$ cat src/bmp_pkg.sv
// ----------------------------------------------------------------------------
// bmp_pkg
// Shared types and constants of the BMP byte stream to RGBA converter.
// ----------------------------------------------------------------------------
package bmp_pkg;

    typedef enum logic [3:0] {
        ERR_OK          = 4'd0,
        ERR_TOO_SMALL   = 4'd1,
        ERR_SIGNATURE   = 4'd2,
        ERR_SIZE        = 4'd3,
        ERR_INFO_SIZE   = 4'd4,
        ERR_PALETTE     = 4'd5,
        ERR_COMPRESSION = 4'd6,
        ERR_DEPTH       = 4'd7,
        ERR_TOO_LARGE   = 4'd8
    } t_err;

    // One result as classified by the parser, before channel ordering
    typedef struct packed {
        logic        is_err;
        t_err        err;
        logic        wide;
        logic [23:0] pix;
        logic [7:0]  tail;
        logic        last;
    } t_cmd;

    typedef struct packed {
        logic valid;
        t_cmd cmd;
    } t_slot;

    localparam int QUEUE_DEPTH = 2;

    localparam logic [7:0] ALPHA_OPAQUE = 8'hFF;

endpackage

$ cat src/bmp_in_if.sv
// ----------------------------------------------------------------------------
// bmp_in_if
// Byte channel carrying one BMP file byte per transaction.
// ----------------------------------------------------------------------------
interface bmp_in_if;
    logic        valid;
    logic        ready;
    logic [7:0]  data_byte;
    logic        start_of_file;
    logic [31:0] file_length;

    modport source (output valid, output data_byte, output start_of_file,
                    output file_length, input ready);
    modport sink   (input valid, input data_byte, input start_of_file,
                    input file_length, output ready);
endinterface

$ cat src/bmp_out_if.sv
// ----------------------------------------------------------------------------
// bmp_out_if
// Pixel channel carrying one RGBA pixel or one error result per transaction.
// ----------------------------------------------------------------------------
interface bmp_out_if;
    logic       valid;
    logic       ready;
    logic [7:0] red;
    logic [7:0] green;
    logic [7:0] blue;
    logic [7:0] alpha;
    logic [3:0] error_code;
    logic       last;

    modport source (output valid, output red, output green, output blue,
                    output alpha, output error_code, output last, input ready);
    modport sink   (input valid, input red, input green, input blue,
                    input alpha, input error_code, input last, output ready);
endinterface

$ cat src/bmp_stream_to_rgba.sv
// ----------------------------------------------------------------------------
// bmp_stream_to_rgba
// BMP file byte stream to RGBA pixel stream, 24 and 32 bit sources.
//
//   channel   direction  transaction
//   i_bmp     in         one file byte, start flag, file length
//   o_rgba    out        one RGBA pixel or one error result, last flag
//
// One byte is taken every cycle while the result queue has room; each pixel
// passes through a queue entry and then the output register to the output.
// Reset is synchronous and needs no clearing pass; the block is ready as
// soon as reset is released.
// Input ready falls only when the two-entry result queue is full, so a
// stall on the output reaches the input after three held results (one in
// the output register, two queued).
// ----------------------------------------------------------------------------
module bmp_stream_to_rgba
    import bmp_pkg::*;
#(
    parameter int DIM_BITS = 16
) (
    input  logic      i_clk,
    input  logic      i_rst_n,
    bmp_in_if.sink    i_bmp,
    bmp_out_if.source o_rgba
);

    t_slot push;
    t_slot head;
    logic  q_full;
    logic  pop;

    bmp_front #(
        .DIM_BITS (DIM_BITS)
    ) u_front (
        .i_clk    (i_clk),
        .i_rst_n  (i_rst_n),
        .i_bmp    (i_bmp),
        .i_q_full (q_full),
        .o_push   (push)
    );

    bmp_queue u_queue (
        .i_clk   (i_clk),
        .i_rst_n (i_rst_n),
        .i_push  (push),
        .i_pop   (pop),
        .o_full  (q_full),
        .o_head  (head)
    );

    bmp_back u_back (
        .i_clk   (i_clk),
        .i_rst_n (i_rst_n),
        .i_head  (head),
        .o_pop   (pop),
        .o_rgba  (o_rgba)
    );

    a_push_on_accept: assert property (@(posedge i_clk) disable iff (!i_rst_n)
        push.valid |-> (i_bmp.valid && i_bmp.ready && !q_full))
        else $error("result pushed without an accepted byte");

    a_pop_needs_head: assert property (@(posedge i_clk) disable iff (!i_rst_n)
        pop |-> head.valid)
        else $error("queue popped while empty");

    a_error_shape: assert property (@(posedge i_clk) disable iff (!i_rst_n)
        (o_rgba.valid && o_rgba.error_code != ERR_OK) |->
            (o_rgba.last && o_rgba.alpha == 8'd0 && o_rgba.red == 8'd0))
        else $error("error result not flagged last or not zeroed");

endmodule

$ cat src/bmp_front.sv
// ----------------------------------------------------------------------------
// bmp_front
// Header parser, header checks, offset skip, pixel byte gathering and row
// padding skip. Emits one classified result per completed pixel or error.
// ----------------------------------------------------------------------------
module bmp_front
    import bmp_pkg::*;
#(
    parameter int DIM_BITS = 16
) (
    input  logic          i_clk,
    input  logic          i_rst_n,
    bmp_in_if.sink        i_bmp,
    input  logic          i_q_full,
    output t_slot         o_push
);

    typedef enum logic [5:0] {
        PH_IDLE   = 6'b000001,
        PH_HEADER = 6'b000010,
        PH_SKIP   = 6'b000100,
        PH_PIXEL  = 6'b001000,
        PH_PAD    = 6'b010000,
        PH_DONE   = 6'b100000
    } t_phase;

    localparam int DW = DIM_BITS + 1;
    localparam logic [31:0] MAX_DIM = 32'((64'd1 << DIM_BITS) - 64'd1);

    localparam logic [31:0] HDR_BYTES   = 32'd54;
    localparam logic [31:0] HDR_LAST    = 32'd53;
    localparam logic [5:0]  OFF_FSIZE   = 6'd2;
    localparam logic [5:0]  OFF_OFFSET  = 6'd10;
    localparam logic [5:0]  OFF_INFO    = 6'd14;
    localparam logic [5:0]  OFF_WIDTH   = 6'd18;
    localparam logic [5:0]  OFF_HEIGHT  = 6'd22;
    localparam logic [5:0]  OFF_DEPTH   = 6'd28;
    localparam logic [5:0]  OFF_COMPR   = 6'd30;
    localparam logic [5:0]  OFF_PALETTE = 6'd46;
    localparam logic [15:0] SIG_BM      = 16'h4D42;
    localparam logic [31:0] INFO_SIZE   = 32'd40;
    localparam logic [15:0] DEPTH_24    = 16'd24;
    localparam logic [15:0] DEPTH_32    = 16'd32;

    t_phase              r_phase, n_phase, cur_phase;
    logic [31:0]         r_byte_count, n_byte_count, cur_cnt;
    logic [15:0]         r_sig, n_sig;
    logic [15:0]         r_depth, n_depth;
    logic [31:0]         r_fsize, n_fsize;
    logic [31:0]         r_offset, n_offset;
    logic [31:0]         r_info, n_info;
    logic [31:0]         r_width, n_width;
    logic [31:0]         r_height, n_height;
    logic [31:0]         r_compr, n_compr;
    logic [31:0]         r_palette, n_palette;
    logic [23:0]         r_pix, n_pix;
    logic [1:0]          r_bip, n_bip, cur_bip;
    logic [DIM_BITS-1:0] r_col, n_col, cur_col;
    logic [DIM_BITS-1:0] r_row, n_row, cur_row;
    logic [1:0]          r_pad, n_pad, cur_pad;

    logic       accept;
    logic [5:0] p;
    logic       wide;
    logic       row_end;
    logic       final_px;
    logic       w_pos;
    logic       h_pos;
    t_err       err;

    function automatic logic [31:0] set_lane(logic [31:0] f, logic [1:0] lane,
                                             logic [7:0] b);
        logic [31:0] r;
        r = f;
        r[8*lane +: 8] = b;
        return r;
    endfunction

    assign i_bmp.ready = !i_q_full;
    assign accept      = i_bmp.valid && i_bmp.ready;

    assign cur_phase = i_bmp.start_of_file ? PH_HEADER : r_phase;
    assign cur_cnt   = i_bmp.start_of_file ? '0 : r_byte_count;
    assign cur_bip   = i_bmp.start_of_file ? '0 : r_bip;
    assign cur_col   = i_bmp.start_of_file ? '0 : r_col;
    assign cur_row   = i_bmp.start_of_file ? '0 : r_row;
    assign cur_pad   = i_bmp.start_of_file ? '0 : r_pad;
    assign p         = cur_cnt[5:0];

    assign wide     = (r_depth == DEPTH_32);
    assign w_pos    = (r_width != '0) && !r_width[31];
    assign h_pos    = (r_height != '0) && !r_height[31];
    assign row_end  = (DW'(cur_col) + DW'(1)) >= DW'(r_width[DIM_BITS-1:0]);
    assign final_px = row_end &&
                      ((DW'(cur_row) + DW'(1)) >= DW'(r_height[DIM_BITS-1:0]));

    always_comb begin
        if (r_sig != SIG_BM) begin
            err = ERR_SIGNATURE;
        end else if (r_fsize != i_bmp.file_length) begin
            err = ERR_SIZE;
        end else if (r_info != INFO_SIZE) begin
            err = ERR_INFO_SIZE;
        end else if (r_palette != '0) begin
            err = ERR_PALETTE;
        end else if (r_compr != '0) begin
            err = ERR_COMPRESSION;
        end else if (r_depth != DEPTH_24 && r_depth != DEPTH_32) begin
            err = ERR_DEPTH;
        end else if ((w_pos && r_width > MAX_DIM) || (h_pos && r_height > MAX_DIM)) begin
            err = ERR_TOO_LARGE;
        end else begin
            err = ERR_OK;
        end
    end

    always_comb begin
        n_phase      = r_phase;
        n_byte_count = r_byte_count;
        n_sig        = r_sig;
        n_depth      = r_depth;
        n_fsize      = r_fsize;
        n_offset     = r_offset;
        n_info       = r_info;
        n_width      = r_width;
        n_height     = r_height;
        n_compr      = r_compr;
        n_palette    = r_palette;
        n_pix        = r_pix;
        n_bip        = r_bip;
        n_col        = r_col;
        n_row        = r_row;
        n_pad        = r_pad;
        o_push       = '0;

        if (accept) begin
            n_phase      = cur_phase;
            n_byte_count = cur_cnt;
            n_bip        = cur_bip;
            n_col        = cur_col;
            n_row        = cur_row;
            n_pad        = cur_pad;
            if (i_bmp.start_of_file && i_bmp.file_length <= HDR_BYTES) begin
                o_push.valid      = 1'b1;
                o_push.cmd.is_err = 1'b1;
                o_push.cmd.err    = ERR_TOO_SMALL;
                o_push.cmd.last   = 1'b1;
                n_phase           = PH_DONE;
            end else begin
                if (cur_phase != PH_IDLE && cur_phase != PH_DONE) begin
                    n_byte_count = cur_cnt + 32'd1;
                end
                case (cur_phase)
                    PH_HEADER: begin
                        if (p <= 6'd1) begin
                            n_sig[8*p[0] +: 8] = i_bmp.data_byte;
                        end
                        if (p >= OFF_DEPTH && p <= OFF_DEPTH + 6'd1) begin
                            n_depth[8*p[0] +: 8] = i_bmp.data_byte;
                        end
                        if (p >= OFF_FSIZE && p < OFF_FSIZE + 6'd4) begin
                            n_fsize = set_lane(r_fsize, 2'(p - OFF_FSIZE), i_bmp.data_byte);
                        end
                        if (p >= OFF_OFFSET && p < OFF_OFFSET + 6'd4) begin
                            n_offset = set_lane(r_offset, 2'(p - OFF_OFFSET),
                                                i_bmp.data_byte);
                        end
                        if (p >= OFF_INFO && p < OFF_INFO + 6'd4) begin
                            n_info = set_lane(r_info, 2'(p - OFF_INFO), i_bmp.data_byte);
                        end
                        if (p >= OFF_WIDTH && p < OFF_WIDTH + 6'd4) begin
                            n_width = set_lane(r_width, 2'(p - OFF_WIDTH), i_bmp.data_byte);
                        end
                        if (p >= OFF_HEIGHT && p < OFF_HEIGHT + 6'd4) begin
                            n_height = set_lane(r_height, 2'(p - OFF_HEIGHT),
                                                i_bmp.data_byte);
                        end
                        if (p >= OFF_COMPR && p < OFF_COMPR + 6'd4) begin
                            n_compr = set_lane(r_compr, 2'(p - OFF_COMPR), i_bmp.data_byte);
                        end
                        if (p >= OFF_PALETTE && p < OFF_PALETTE + 6'd4) begin
                            n_palette = set_lane(r_palette, 2'(p - OFF_PALETTE),
                                                 i_bmp.data_byte);
                        end
                        if (cur_cnt == HDR_LAST) begin
                            if (err != ERR_OK) begin
                                o_push.valid      = 1'b1;
                                o_push.cmd.is_err = 1'b1;
                                o_push.cmd.err    = err;
                                o_push.cmd.last   = 1'b1;
                                n_phase           = PH_DONE;
                            end else if (!w_pos || !h_pos) begin
                                n_phase = PH_DONE;
                            end else if (r_offset <= HDR_BYTES) begin
                                n_phase = PH_PIXEL;
                            end else begin
                                n_phase = PH_SKIP;
                            end
                        end
                    end
                    PH_SKIP: begin
                        if (cur_cnt >= r_offset - 32'd1) begin
                            n_phase = PH_PIXEL;
                        end
                    end
                    PH_PIXEL: begin
                        if (cur_bip < (wide ? 2'd3 : 2'd2)) begin
                            case (cur_bip)
                                2'd0:    n_pix[7:0]   = i_bmp.data_byte;
                                2'd1:    n_pix[15:8]  = i_bmp.data_byte;
                                2'd2:    n_pix[23:16] = i_bmp.data_byte;
                                default: n_pix        = r_pix;
                            endcase
                            n_bip = cur_bip + 2'd1;
                        end else begin
                            o_push.valid    = 1'b1;
                            o_push.cmd.err  = ERR_OK;
                            o_push.cmd.wide = wide;
                            o_push.cmd.pix  = r_pix;
                            o_push.cmd.tail = i_bmp.data_byte;
                            o_push.cmd.last = final_px;
                            n_bip           = '0;
                            if (final_px) begin
                                n_phase = PH_DONE;
                            end else if (row_end) begin
                                n_col = '0;
                                n_row = cur_row + DIM_BITS'(1);
                                n_pad = wide ? 2'd0 : r_width[1:0];
                                if (!wide && r_width[1:0] != 2'd0) begin
                                    n_phase = PH_PAD;
                                end
                            end else begin
                                n_col = cur_col + DIM_BITS'(1);
                            end
                        end
                    end
                    PH_PAD: begin
                        n_pad = cur_pad - 2'd1;
                        if (cur_pad == 2'd1) begin
                            n_phase = PH_PIXEL;
                        end
                    end
                    default: begin
                        n_phase = cur_phase;
                    end
                endcase
            end
        end
    end

    always_ff @(posedge i_clk) begin
        if (!i_rst_n) begin
            r_phase      <= PH_IDLE;
            r_byte_count <= '0;
            r_bip        <= '0;
            r_col        <= '0;
            r_row        <= '0;
            r_pad        <= '0;
        end else begin
            r_phase      <= n_phase;
            r_byte_count <= n_byte_count;
            r_bip        <= n_bip;
            r_col        <= n_col;
            r_row        <= n_row;
            r_pad        <= n_pad;
        end
    end

    always_ff @(posedge i_clk) begin
        r_sig     <= n_sig;
        r_depth   <= n_depth;
        r_fsize   <= n_fsize;
        r_offset  <= n_offset;
        r_info    <= n_info;
        r_width   <= n_width;
        r_height  <= n_height;
        r_compr   <= n_compr;
        r_palette <= n_palette;
        r_pix     <= n_pix;
    end

endmodule

$ cat src/bmp_queue.sv
// ----------------------------------------------------------------------------
// bmp_queue
// Short register queue between the parser and the output formatter.
// ----------------------------------------------------------------------------
module bmp_queue
    import bmp_pkg::*;
(
    input  logic  i_clk,
    input  logic  i_rst_n,
    input  t_slot i_push,
    input  logic  i_pop,
    output logic  o_full,
    output t_slot o_head
);

    localparam int PW = $clog2(QUEUE_DEPTH);
    localparam int CW = $clog2(QUEUE_DEPTH + 1);

    t_cmd          r_mem [QUEUE_DEPTH];
    logic [PW-1:0] r_wr, n_wr;
    logic [PW-1:0] r_rd, n_rd;
    logic [CW-1:0] r_count, n_count;
    logic          do_push;
    logic          do_pop;

    assign o_full       = (r_count == CW'(QUEUE_DEPTH));
    assign o_head.valid = (r_count != '0);
    assign o_head.cmd   = r_mem[r_rd];

    assign do_push = i_push.valid && !o_full;
    assign do_pop  = i_pop && o_head.valid;

    always_comb begin
        n_wr    = r_wr;
        n_rd    = r_rd;
        n_count = r_count;
        if (do_push) begin
            n_wr = (r_wr == PW'(QUEUE_DEPTH - 1)) ? '0 : r_wr + PW'(1);
        end
        if (do_pop) begin
            n_rd = (r_rd == PW'(QUEUE_DEPTH - 1)) ? '0 : r_rd + PW'(1);
        end
        case ({do_push, do_pop})
            2'b10:   n_count = r_count + CW'(1);
            2'b01:   n_count = r_count - CW'(1);
            default: n_count = r_count;
        endcase
    end

    always_ff @(posedge i_clk) begin
        if (!i_rst_n) begin
            r_wr    <= '0;
            r_rd    <= '0;
            r_count <= '0;
        end else begin
            r_wr    <= n_wr;
            r_rd    <= n_rd;
            r_count <= n_count;
        end
    end

    always_ff @(posedge i_clk) begin
        if (do_push) begin
            r_mem[r_wr] <= i_push.cmd;
        end
    end

endmodule

$ cat src/bmp_back.sv
// ----------------------------------------------------------------------------
// bmp_back
// Output formatter: orders channels to RGBA, fills alpha and holds the
// result register until the pixel channel takes it.
// ----------------------------------------------------------------------------
module bmp_back
    import bmp_pkg::*;
(
    input  logic      i_clk,
    input  logic      i_rst_n,
    input  t_slot     i_head,
    output logic      o_pop,
    bmp_out_if.source o_rgba
);

    logic       r_valid, n_valid;
    logic [7:0] r_red, n_red;
    logic [7:0] r_green, n_green;
    logic [7:0] r_blue, n_blue;
    logic [7:0] r_alpha, n_alpha;
    t_err       r_err, n_err;
    logic       r_last, n_last;

    assign o_pop = i_head.valid && (!r_valid || o_rgba.ready);

    always_comb begin
        n_valid = r_valid;
        n_red   = r_red;
        n_green = r_green;
        n_blue  = r_blue;
        n_alpha = r_alpha;
        n_err   = r_err;
        n_last  = r_last;
        if (o_pop) begin
            n_valid = 1'b1;
            n_err   = i_head.cmd.err;
            n_last  = i_head.cmd.last;
            if (i_head.cmd.is_err) begin
                n_red   = '0;
                n_green = '0;
                n_blue  = '0;
                n_alpha = '0;
            end else if (i_head.cmd.wide) begin
                n_red   = i_head.cmd.pix[23:16];
                n_green = i_head.cmd.pix[15:8];
                n_blue  = i_head.cmd.pix[7:0];
                n_alpha = i_head.cmd.tail;
            end else begin
                n_red   = i_head.cmd.tail;
                n_green = i_head.cmd.pix[15:8];
                n_blue  = i_head.cmd.pix[7:0];
                n_alpha = ALPHA_OPAQUE;
            end
        end else if (o_rgba.ready) begin
            n_valid = 1'b0;
        end
    end

    always_ff @(posedge i_clk) begin
        if (!i_rst_n) begin
            r_valid <= 1'b0;
        end else begin
            r_valid <= n_valid;
        end
    end

    always_ff @(posedge i_clk) begin
        r_red   <= n_red;
        r_green <= n_green;
        r_blue  <= n_blue;
        r_alpha <= n_alpha;
        r_err   <= n_err;
        r_last  <= n_last;
    end

    assign o_rgba.valid      = r_valid;
    assign o_rgba.red        = r_red;
    assign o_rgba.green      = r_green;
    assign o_rgba.blue       = r_blue;
    assign o_rgba.alpha      = r_alpha;
    assign o_rgba.error_code = r_err;
    assign o_rgba.last       = r_last;

endmodule

$ cat src/flat_wrapper.sv
// flat-port wrapper written by rule: the top's interface ports become plain ports
module bmp_stream_to_rgba_flat import bmp_pkg::*;
#(
    parameter int DIM_BITS = 16
)
  (i_clk, i_rst_n, i_bmp_valid, i_bmp_data_byte, i_bmp_start_of_file, i_bmp_file_length, i_bmp_ready, o_rgba_valid, o_rgba_red, o_rgba_green, o_rgba_blue, o_rgba_alpha, o_rgba_error_code, o_rgba_last, o_rgba_ready);
  bmp_in_if i_bmp_i ();
  bmp_out_if o_rgba_i ();
  input  logic i_clk;
  input  logic i_rst_n;
  input wire logic [$bits(i_bmp_i.valid)-1:0] i_bmp_valid;
  input wire logic [$bits(i_bmp_i.data_byte)-1:0] i_bmp_data_byte;
  input wire logic [$bits(i_bmp_i.start_of_file)-1:0] i_bmp_start_of_file;
  input wire logic [$bits(i_bmp_i.file_length)-1:0] i_bmp_file_length;
  output wire logic [$bits(i_bmp_i.ready)-1:0] i_bmp_ready;
  output wire logic [$bits(o_rgba_i.valid)-1:0] o_rgba_valid;
  output wire logic [$bits(o_rgba_i.red)-1:0] o_rgba_red;
  output wire logic [$bits(o_rgba_i.green)-1:0] o_rgba_green;
  output wire logic [$bits(o_rgba_i.blue)-1:0] o_rgba_blue;
  output wire logic [$bits(o_rgba_i.alpha)-1:0] o_rgba_alpha;
  output wire logic [$bits(o_rgba_i.error_code)-1:0] o_rgba_error_code;
  output wire logic [$bits(o_rgba_i.last)-1:0] o_rgba_last;
  input wire logic [$bits(o_rgba_i.ready)-1:0] o_rgba_ready;
  assign i_bmp_i.valid = i_bmp_valid;
  assign i_bmp_i.data_byte = i_bmp_data_byte;
  assign i_bmp_i.start_of_file = i_bmp_start_of_file;
  assign i_bmp_i.file_length = i_bmp_file_length;
  assign i_bmp_ready = i_bmp_i.ready;
  assign o_rgba_valid = o_rgba_i.valid;
  assign o_rgba_red = o_rgba_i.red;
  assign o_rgba_green = o_rgba_i.green;
  assign o_rgba_blue = o_rgba_i.blue;
  assign o_rgba_alpha = o_rgba_i.alpha;
  assign o_rgba_error_code = o_rgba_i.error_code;
  assign o_rgba_last = o_rgba_i.last;
  assign o_rgba_i.ready = o_rgba_ready;
  bmp_stream_to_rgba #(.DIM_BITS(DIM_BITS)) u_core (.i_clk(i_clk), .i_rst_n(i_rst_n), .i_bmp(i_bmp_i), .o_rgba(o_rgba_i));
endmodule
$ cat config.mk
export PLATFORM = sky130hd
export DESIGN_NAME = bmp_stream_to_rgba_flat
export DESIGN_NICKNAME = d
export VERILOG_FILES = /design/src/bmp_pkg.sv /design/src/bmp_in_if.sv /design/src/bmp_out_if.sv /design/src/bmp_stream_to_rgba.sv /design/src/bmp_front.sv /design/src/bmp_queue.sv /design/src/bmp_back.sv /design/src/flat_wrapper.sv
export SDC_FILE = /design/constraint.sdc
export NUM_CORES = 1
export LEC_CHECK = 0
export ABC_AREA = 1
export BUFFER_PORTS_ARGS = -buffer_cell sky130_fd_sc_hd__buf_2
export CAP_MARGIN = 20
export CORE_ASPECT_RATIO = 1.5
export CORE_UTILIZATION = 62
export DETAILED_ROUTE_END_ITERATION = 10
export PLACE_DENSITY = 0.82
export SLEW_MARGIN = 20
export SYNTH_ARGS = -nofsm -noshare
export SYNTH_HDL_FRONTEND = slang
export SYNTH_SLANG_ARGS = --single-unit
$ cat constraint.sdc
create_clock -name i_clk -period 7.55 [get_ports i_clk]
set_clock_uncertainty 0.1 [all_clocks]
set_input_delay 2.265 -clock i_clk [delete_from_list [all_inputs] [get_ports i_clk]]
set_output_delay 2.265 -clock i_clk [all_outputs]
set_load 0.02 [all_outputs]
==> impl_metrics.ini, run 1 <==
[clock_tree]
cts_resized = 0
clkTransAtPathRegs_ns = 0.07
cts_buffers = 43
cts_tree = built
clock-sinks = 475
post_cts_buffers = 0
clk_latency_ns = 0.57
htree_levels = 2
clockBufferDepth = 3
ctsRootBufferMaster = clkbuf_16
cts_hold_buf = 0

[logic_synthesis]
syn-cell-area_sq_mm = 0.02332
async_flop_share = 0
ys_seq_area_frac = 0.5772
synth_area_leaders = edfxtp_1, nand2_1, dfxtp_1
synth_warnings = 0
synth-seq-cells = 475
syn_area_per_cell_sq_um = 9.642
synth_top_cell_by_area = edfxtp_1
synth-main-ff-cell = edfxtp_1
syn-num-nets = 2543
synth_edf_count = 395
syn_inst = 2419
synth_top_area_frac = 0.5085
synth_cell_types = 49

[drt]
viasPerCell = 5.758
routed-via-count = 17520
drcViolationCount = 0
ant_nets = 0
avgRoutedWirePerCell_um = 19.22
finalWirelength_mm = 58.46
drt_iter0_drc = 1501
drt_first_pass_iters = 5

[placed_design]
hpwlAfterDp_mm = 42.01
dp.cells = 2964
globalplace.congestion = 1.008
portBuffers = 83

[grt]
grt_pass1_wl_mm = 88.76
grt_overflow = 0
grtUsageTotal = 0.3033
grt_max_degree = 76
grt_pass1_vias = 17080
antenna_found_initial = 0

[setup_path]
cp_cell_sequence = buf_2, buf_4, nor2_4, inv_1, ha_1, inv_1, nor3_1, nand3_1, nor2_1, nand2_1, nor2_2, o21ai_0, nand2_1, nand2_1, nand2_1, inv_1, nor2_4, buf_4
ff2ff_setup_slack_ns = 3.26
cp-end-kind = flop
critPathMostFrequentCell = nand2_1
cp.arrival_ns = 6.02
required_ns = 7.66
cp_top_family = buffers and inverters
slowest_stage = buf_4
crit_type = in -> reg
slowest_delay_ns = 0.56
cp_num_buf_inv = 6
cp-start-kind = input pin
cp_max_fo = 40

[run_status]
outcome = complete, no violations

[timing]
rsz0062_at_grt = false
tns_ns = 0
hold_viol = 0
period_minus_slack_ns = 5.904
finalSetupViolations = 0
fmax_mhz = 169.4
relSlewSlack = 0.2063
fin_crit_sh = 0.7820
worst_slew_pin_slew_ns = 1.182
finalMaxSlewViolations = 0

[pwr]
swShare = 0.2633
power.switching_mw = 1.538
clkPwrFrac = 0.356
p_comb_frac = 0.129
p_int_mw = 4.303
seqPwrFrac = 0.515
ir_drop_v = 0.0004336
p_per_area_mw_per_mm2 = 227.5
totalPowerFinal_mw = 5.841
power_leakage_nw = 9.735

[floorplanning]
die_area_sq_mm = 0.03842
start_util = 0.6320
die_w_um = 160.4
io_pins = 84
rows = 86
chipHeight_um = 239.6
core_area_sq_mm = 0.03691

[finish]
area_delta_synth_final_pct = 10.08
layout_commonest_cell = nand2_1
drive_gt1_frac = 0.1079
nets = 2649
instances_no_fill = 3042
layout_common_cells = nand2_1, edfxtp_1, nor2_1

[min_path]
hold_class = reg -> reg

[job]
drv_cap = 0
==> cell usage after synthesis, drive strengths merged (6+ instances only) <==
cell    instances
mux2i           8
nand2         506
inv           310
nor2          373
nor3           83
nand3          80
dfxtp          80
a21oi         142
xnor2          42
ha             79
buf            23
mux2           27
o211ai          6
o21ai          63
nand4          51
or2             6
xor2           49
edfxtp        395
clkbuf         33
nor4           30
==> layer usage <==
| metal | GRT usage | vias up | wire (um) |
|---|---|---|---|
| met5 | 0 | - | 0 |
| met4 | 0.2078 | 0 | 4114 |
| met3 | 0.03827 | 244 | 3482 |
| met2 | 0.5623 | 754 | 30720 |
| met1 | 0.3186 | 8224 | 20150 |
| li1 | - | 8294 | - |
==> worst paths after layout <==
kind                            cells after the start                     from                          end
worst min-delay path                                1      u_core.u_queue.r_rd                         flop
worst min register to register                      1      u_core.u_queue.r_rd                         flop
worst max register to register                     30  u_core.u_front.r_row[0]      u_core.u_front.r_row[3]
worst max-delay path                               18      i_bmp_start_of_file  u_core.u_queue.r_mem[1][31]
==> per-stage QoR <==
stage	utilization	setup slack [ns]	instance area (sq um)	hold slack, ns
global placement	0.6598	1.148	24350	0.3343
floorplan	-	0.3660	23320	0.3255
global route	0.6956	1.288	25670	0.3687
finish	0.6957	1.646	25680	0.3530
detailed placement	0.6600	1.078	24360	0.3514
CTS	0.6954	1.687	25660	0.3561
==> worst register-to-register path, delay by kind of cell, from the launching register on <==
family,cells,cell delay [ns]
simple gates,20,2.26
fa+ha+maj,2,0.53
buf+inv,5,0.56
compound gates,2,0.24
flops,1,0.35
xor+xnor,1,0.17
==> sequential cells by signal, indices dropped and copies added, names as in the netlist, 8 cells and up, named ones only <==
name,flops
u_core.u_front.r_byte_count,32
u_core.u_back.o_rgba.red,8
u_core.u_front.r_depth,16
u_core.u_front.r_palette,32
u_core.u_front.r_col,16
u_core.u_back.o_rgba.green,8
u_core.u_front.r_pix,24
u_core.u_back.o_rgba.blue,8
u_core.u_front.r_fsize,32
u_core.u_queue.r_mem,78
u_core.u_front.r_width,32
u_core.u_front.r_info,32
u_core.u_front.r_row,16
u_core.u_front.r_offset,32
u_core.u_back.o_rgba.alpha,8
u_core.u_front.r_sig,16
u_core.u_front.r_height,32
u_core.u_front.r_compr,32
==> power by group through the flow <==
| stage | Combinational, mW | Sequential, mW | Clock (mW) |
|---|---|---|---|
| 2_1_floorplan | 0.392 | 3.16 | 0 |
| 3_3_place_gp | 0.728 | 3.06 | 0 |
| 3_5_place_dp | 0.752 | 3.07 | 0 |
| 4_1_cts | 0.756 | 3.01 | 2.09 |
| 5_1_grt | 0.815 | 3.01 | 2.19 |
| 6_report | 0.754 | 3.01 | 2.08 |
==> cell type report <==
cell class	instances	area, sq um
multi-input cells	1575	8451
fillers	2715	11230
repair buffers	117	670.6
flip-flops and latches	475	13460
clock buffers	59	1149
diodes	1	2.502
inverters	313	1177
well taps	484	605.6
clock inverters	18	157.7
==> logic make-up after synthesis <==
| family | count (synthesis) | share of synthesized area |
|---|---|---|
| AO/OA/AOI/OAI | 230 | 0.05203 |
| buffers and inverters | 369 | 0.06260 |
| adder cells (fa/ha/maj) | 79 | 0.04238 |
| multiplexers | 35 | 0.01647 |
| XOR/XNOR | 91 | 0.03417 |
| flip-flops | 475 | 0.5772 |
| AND/OR/NAND/NOR | 1140 | 0.2152 |
(Power assumes the default switching activity.)
==> inputs of run 2 (changes only) <==
--- a/config.mk
+++ b/config.mk
@@ -9,9 +9,9 @@
 export BUFFER_PORTS_ARGS = -buffer_cell sky130_fd_sc_hd__buf_2
 export CAP_MARGIN = 20
 export CORE_ASPECT_RATIO = 1.5
-export CORE_UTILIZATION = 62
+export CORE_UTILIZATION = 56
 export DETAILED_ROUTE_END_ITERATION = 10
-export PLACE_DENSITY = 0.82
+export PLACE_DENSITY = 0.78
 export SLEW_MARGIN = 20
 export SYNTH_ARGS = -nofsm -noshare
 export SYNTH_HDL_FRONTEND = slang
==> constraint.sdc (replaced) <==
create_clock -name i_clk -period 5.4 [get_ports i_clk]
set_clock_uncertainty 0.1 [all_clocks]
set_input_delay 1.62 -clock i_clk [delete_from_list [all_inputs] [get_ports i_clk]]
set_output_delay 1.62 -clock i_clk [all_outputs]
set_load 0.02 [all_outputs]
==> run 2 against run 1 <==
- largest power group unchanged
- first-iteration DRC count fell by 7.8%
- critical path depth grew 8
- clock power increased by 56%
- core utilization fell by 5.5 points
- worst hold slack got worse by 0.0019 ns
- flip-flop and latch count did not move
- clock-buffer cell count fell by 9
- sequential power grew 40%
- sequential share of layout area is 1.3 points lower
- via count up 0.72%
- non-clock buffer count increased by 43
==> impl_metrics.ini, run 2 (synthesis gave the netlist of run 1 again) <==
[run_status]
outcome = complete, no violations

[setup_path]
cp_max_fo = 12
required_ns = 5.78
cp-start-kind = input pin
cp.arrival_ns = 5.19
crit_type = in -> reg
critPathMostFrequentCell = nand2_1
r2r_start = u_core.u_front.r_offset[0]
crit_path_start = i_bmp_start_of_file
cp_num_buf_inv = 4
cp_top_family = simple AND/OR/NAND/NOR gates
slowest_delay_ns = 0.31
cp-end-kind = flop
slowest_stage = nor2_4

[placed_design]
globalplace.congestion = 0.9746
portBuffers = 83
hpwlAfterDp_mm = 41.93
postPlaceCellArea_sq_mm = 0.02481

[grt]
grt_overflow = 0
grt_pass1_wl_mm = 91.03
grt_pass1_vias = 17240
grtUsageTotal = 0.2792
grt_max_degree = 75
use_met3 = 0.03247
grt_busiest_layer = met2
antenna_found_initial = 0
grt.met1_usage = 0.3075
use_met2 = 0.5088

[pwr]
p_per_area_mw_per_mm2 = 322.7
ir_drop_v = 0.0002703
power_leakage_nw = 10.06

[finish]
layout_common_cells = nand2_1, edfxtp_1, nor2_1
largest_reg_flops = 78
stdcell_area_sq_mm = 0.02634
nFillCells = 3157
area_delta_synth_final_pct = 12.94
multi_input_area_sq_mm = 0.008489
regArea_sq_mm = 0.01346
diodes = 0
drive_gt1_frac = 0.1285
largest_register = u_core.u_queue.r_mem
nets = 2691
layout_commonest_cell = nand2_1

[floorplanning]
core_area_sq_mm = 0.04110
die_w_um = 168.6
die_area_sq_mm = 0.04249
rows = 91
start_util = 0.5675
io_pins = 84
chipHeight_um = 252.0

[timing]
rsz0062_at_grt = false
fmax_mhz = 207.8
finalSetupViolations = 0
worst_slew_pin_slew_ns = 1.135
fin_crit_sh = 0.8913
relSlewSlack = 0.2377
tns_ns = 0
hold_viol = 0
period_minus_slack_ns = 4.813
finalMaxSlewViolations = 0

[drt]
drt_first_pass_iters = 6
finalWirelength_mm = 58.76
drcViolationCount = 0
ant_nets = 0
viasPerCell = 5.588
routed-via-count = 17640
drt_iter0_drc = 1384
avgRoutedWirePerCell_um = 18.61

[clock_tree]
cts_resized = 0
clock-sinks = 475
cts_buffers = 42
clkTransAtPathRegs_ns = 0.07
post_cts_buffers = 0
htree_levels = 2
ctsRootBufferMaster = clkbuf_16
clockBufferDepth = 3
cts_tree = built
clk_latency_ns = 0.57
cts_hold_buf = 0

[job]
drv_cap = 0

[min_path]
hold_class = reg -> reg
min_from = u_core.u_queue.r_rd
run 2: routing by layer:
layer  vias to the layer above  routed length (um)
met5                         -                   0
met4                         0                3762
met2                       678               30630
met3                       199                2865
met1                      8377               21500
li1                       8388                   -
run 2: path summary, 6_finish.rpt:
check / endpoint / slack, ns / cells after the start
max: u_core.u_front.r_col[3] / 0.59 / 26
min: u_core.u_queue.r_rd / 0.35 / 1
max reg2reg: u_core.u_front.r_phase[3] / 1.22 / 22
min reg2reg: u_core.u_queue.r_rd / 0.35 / 1
run 2: layout make-up:
cell class,instances,share of cell area
clock buffer,50,0.04104
clock inverter,26,0.01544
inverter,313,0.04469
multi-input combinational,1575,0.3223
sequential,475,0.5111
tap,558,0.02650
timing repair buffer,160,0.03895
run 2: metrics by stage:
| stage | power (mW) | hold WS, ns | instances | utilization | worst slack, ns |
|---|---|---|---|---|---|
| after detailed placement | 5.320 | 0.3424 | 3079 | 0.6035 | 0.01418 |
| after global routing | 8.755 | 0.3641 | 3157 | 0.6409 | 0.1672 |
| after global placement | 5.291 | 0.3251 | 3079 | 0.6033 | 0.1947 |
| final | 8.500 | 0.3512 | 3157 | 0.6409 | 0.5872 |
| after floorplan | 4.968 | 0.3255 | 2419 | - | 0.01302 |
| after CTS | 8.523 | 0.3528 | 3155 | 0.6397 | 0.5788 |
run 2: power by group:
group | switching [mW] | internal [mW]
Sequential | 0.0495 | 4.17
Clock | 1.37 | 1.88
Combinational | 0.750 | 0.281
Total | 2.16 | 6.34
==> inputs of run 3 (changes only) <==
--- a/config.mk
+++ b/config.mk
@@ -11,6 +11,7 @@
 export CORE_ASPECT_RATIO = 1.5
 export CORE_UTILIZATION = 56
 export DETAILED_ROUTE_END_ITERATION = 10
+export MAX_ROUTING_LAYER = met4
 export PLACE_DENSITY = 0.78
 export SLEW_MARGIN = 20
 export SYNTH_ARGS = -nofsm -noshare
==> run 3 against run 2 <==
- sequential share of layout area grew 0.18 points
- wire length shrank 1.4%
- critical path depth is the same
- first-iteration DRC count grew 2.7%
- critical path type unchanged
- largest cell class unchanged
- highest routed layer unchanged
==> impl_metrics.ini, run 3 (synthesis gave the netlist of run 1 again) <==
[finish]
diodes = 0
largest_register = u_core.u_queue.r_mem
largest_reg_flops = 78
nets = 2690
drive_gt1_frac = 0.1300
layout_common_cells = nand2_1, edfxtp_1, nor2_1
nFillCells = 3240
final_core_util = 0.6387
layout_commonest_cell = nand2_1
stdcell_area_sq_mm = 0.02625
area_delta_synth_final_pct = 12.55
instances_no_fill = 3158

[drt]
drcViolationCount = 0
viasPerCell = 5.516
drt_first_pass_iters = 6
routed-via-count = 17420
drt_iter0_drc = 1422
ant_nets = 0
finalWirelength_mm = 57.92
avgRoutedWirePerCell_um = 18.34

[min_path]
holdPathStages = 1
min_from = u_core.u_queue.r_rd
hold_class = reg -> reg

[clock_tree]
htree_levels = 2
clkTransAtPathRegs_ns = 0.06
cts_tree = built
clock-sinks = 475
clockBufferDepth = 3
ctsRootBufferMaster = clkbuf_16
cts_buffers = 42
post_cts_buffers = 0
cts_resized = 0
cts_hold_buf = 0
clk_latency_ns = 0.58

[placed_design]
globalplace.congestion = 1.006
hpwlAfterDp_mm = 42.12
portBuffers = 83
pre_cts_ws_ns = 0.06920
dp.cells = 3080
postPlaceCellArea_sq_mm = 0.02482

[timing]
finalSetupViolations = 0
fin_crit_sh = 0.8823
rsz0062_at_grt = false
tns_ns = 0
hold_viol = 0
period_minus_slack_ns = 4.765
relSlewSlack = 0.2685
worst_slew_pin_slew_ns = 1.097
fin_ws_ns = 0.6355
holdWs_ns = 0.3513
finalMaxSlewViolations = 0
fmax_mhz = 209.9

[setup_path]
cp_max_fo = 8
slowest_delay_ns = 0.27
crit_type = in -> reg
cp.arrival_ns = 5.17
slowest_stage = ha_1
timing.rr.end = u_core.u_front.r_phase[2]
cp-start-kind = input pin
r2r_start = u_core.u_front.r_offset[1]
critPathMostFrequentCell = nand2_1
ff2ff_setup_slack_ns = 1.19
ff2ff_path_depth = 23
required_ns = 5.81
cp-end-kind = flop

[pwr]
clkPwrFrac = 0.367
p_per_area_mw_per_mm2 = 316.4
p_comb_frac = 0.126
swShare = 0.2640
ir_drop_v = 0.0002394
seqPwrFrac = 0.506
power.switching_mw = 2.193
p_int_mw = 6.112
power_leakage_nw = 10.02
totalPowerFinal_mw = 8.305

[grt]
grt_max_degree = 93
grt_overflow = 0
grt_pass1_vias = 17120
grtUsageTotal = 0.2847
grt_pass1_wl_mm = 89.87
antenna_found_initial = 0

[floorplanning]
chipHeight_um = 252.0
core_area_sq_mm = 0.04110
rows = 91
io_pins = 84
die_w_um = 168.6
die_area_sq_mm = 0.04249
start_util = 0.5675

[run_status]
outcome = complete, no violations

[job]
drv_cap = 0
## run 3: how the worst max path moves through the flow
| stage | startpoint | to | slack, ns |
|---|---|---|---|
| after global placement | i_bmp_start_of_file | u_core.u_front.r_row[15] | 0.11 |
| after CTS | i_bmp_start_of_file | u_core.u_front.r_col[3] | 0.65 |
| final | i_bmp_start_of_file | u_core.u_front.r_col[3] | 0.64 |
| after floorplan | i_bmp_start_of_file | u_core.u_front.r_row[12] | 0.01 |
| after global routing | i_bmp_start_of_file | u_core.u_front.r_row[15] | 0.14 |
| after detailed placement | i_bmp_start_of_file | u_core.u_front.r_col[3] | 0.07 |
## run 3: critical path: cells and delay by family
kind                       cells  cell delay (ns)
AOI/OAI and AO/OA              3             0.44
and+or+nand+nor               17             1.89
xor gates and xnor gates       1             0.22
adders and majority gates      2             0.50
buffers and inverters          3             0.49
## run 3: final cells by class
class | instances | area [sq um] | share of cell area
clock buffers | 45 | 1062 | 0.04047
clock inverters | 33 | 340.3 | 0.01296
inverters | 313 | 1177 | 0.04485
multi-input cells | 1575 | 8486 | 0.3232
flip-flops and latches | 475 | 13460 | 0.5129
well taps | 558 | 698.2 | 0.02660
repair buffers | 159 | 1023 | 0.03899
## run 3: layer usage
| metal | global-route usage | routed length (um) | vias up |
|---|---|---|---|
| met5 | - | 0 | - |
| met4 | 0.1758 | 3854 | 0 |
| met3 | 0.03012 | 2952 | 224 |
| met2 | 0.5069 | 30170 | 639 |
| met1 | 0.3024 | 20940 | 8174 |
| li1 | - | - | 8383 |
## run 3: power by group through the flow
stage / Clock, mW / Combinational, mW / Sequential [mW]
floorplan: 0 / 0.548 / 4.42
global placement: 0 / 1.01 / 4.28
detailed placement: 0 / 1.04 / 4.29
CTS: 3.08 / 1.05 / 4.20
global route: 3.21 / 1.14 / 4.21
finish: 3.05 / 1.05 / 4.20
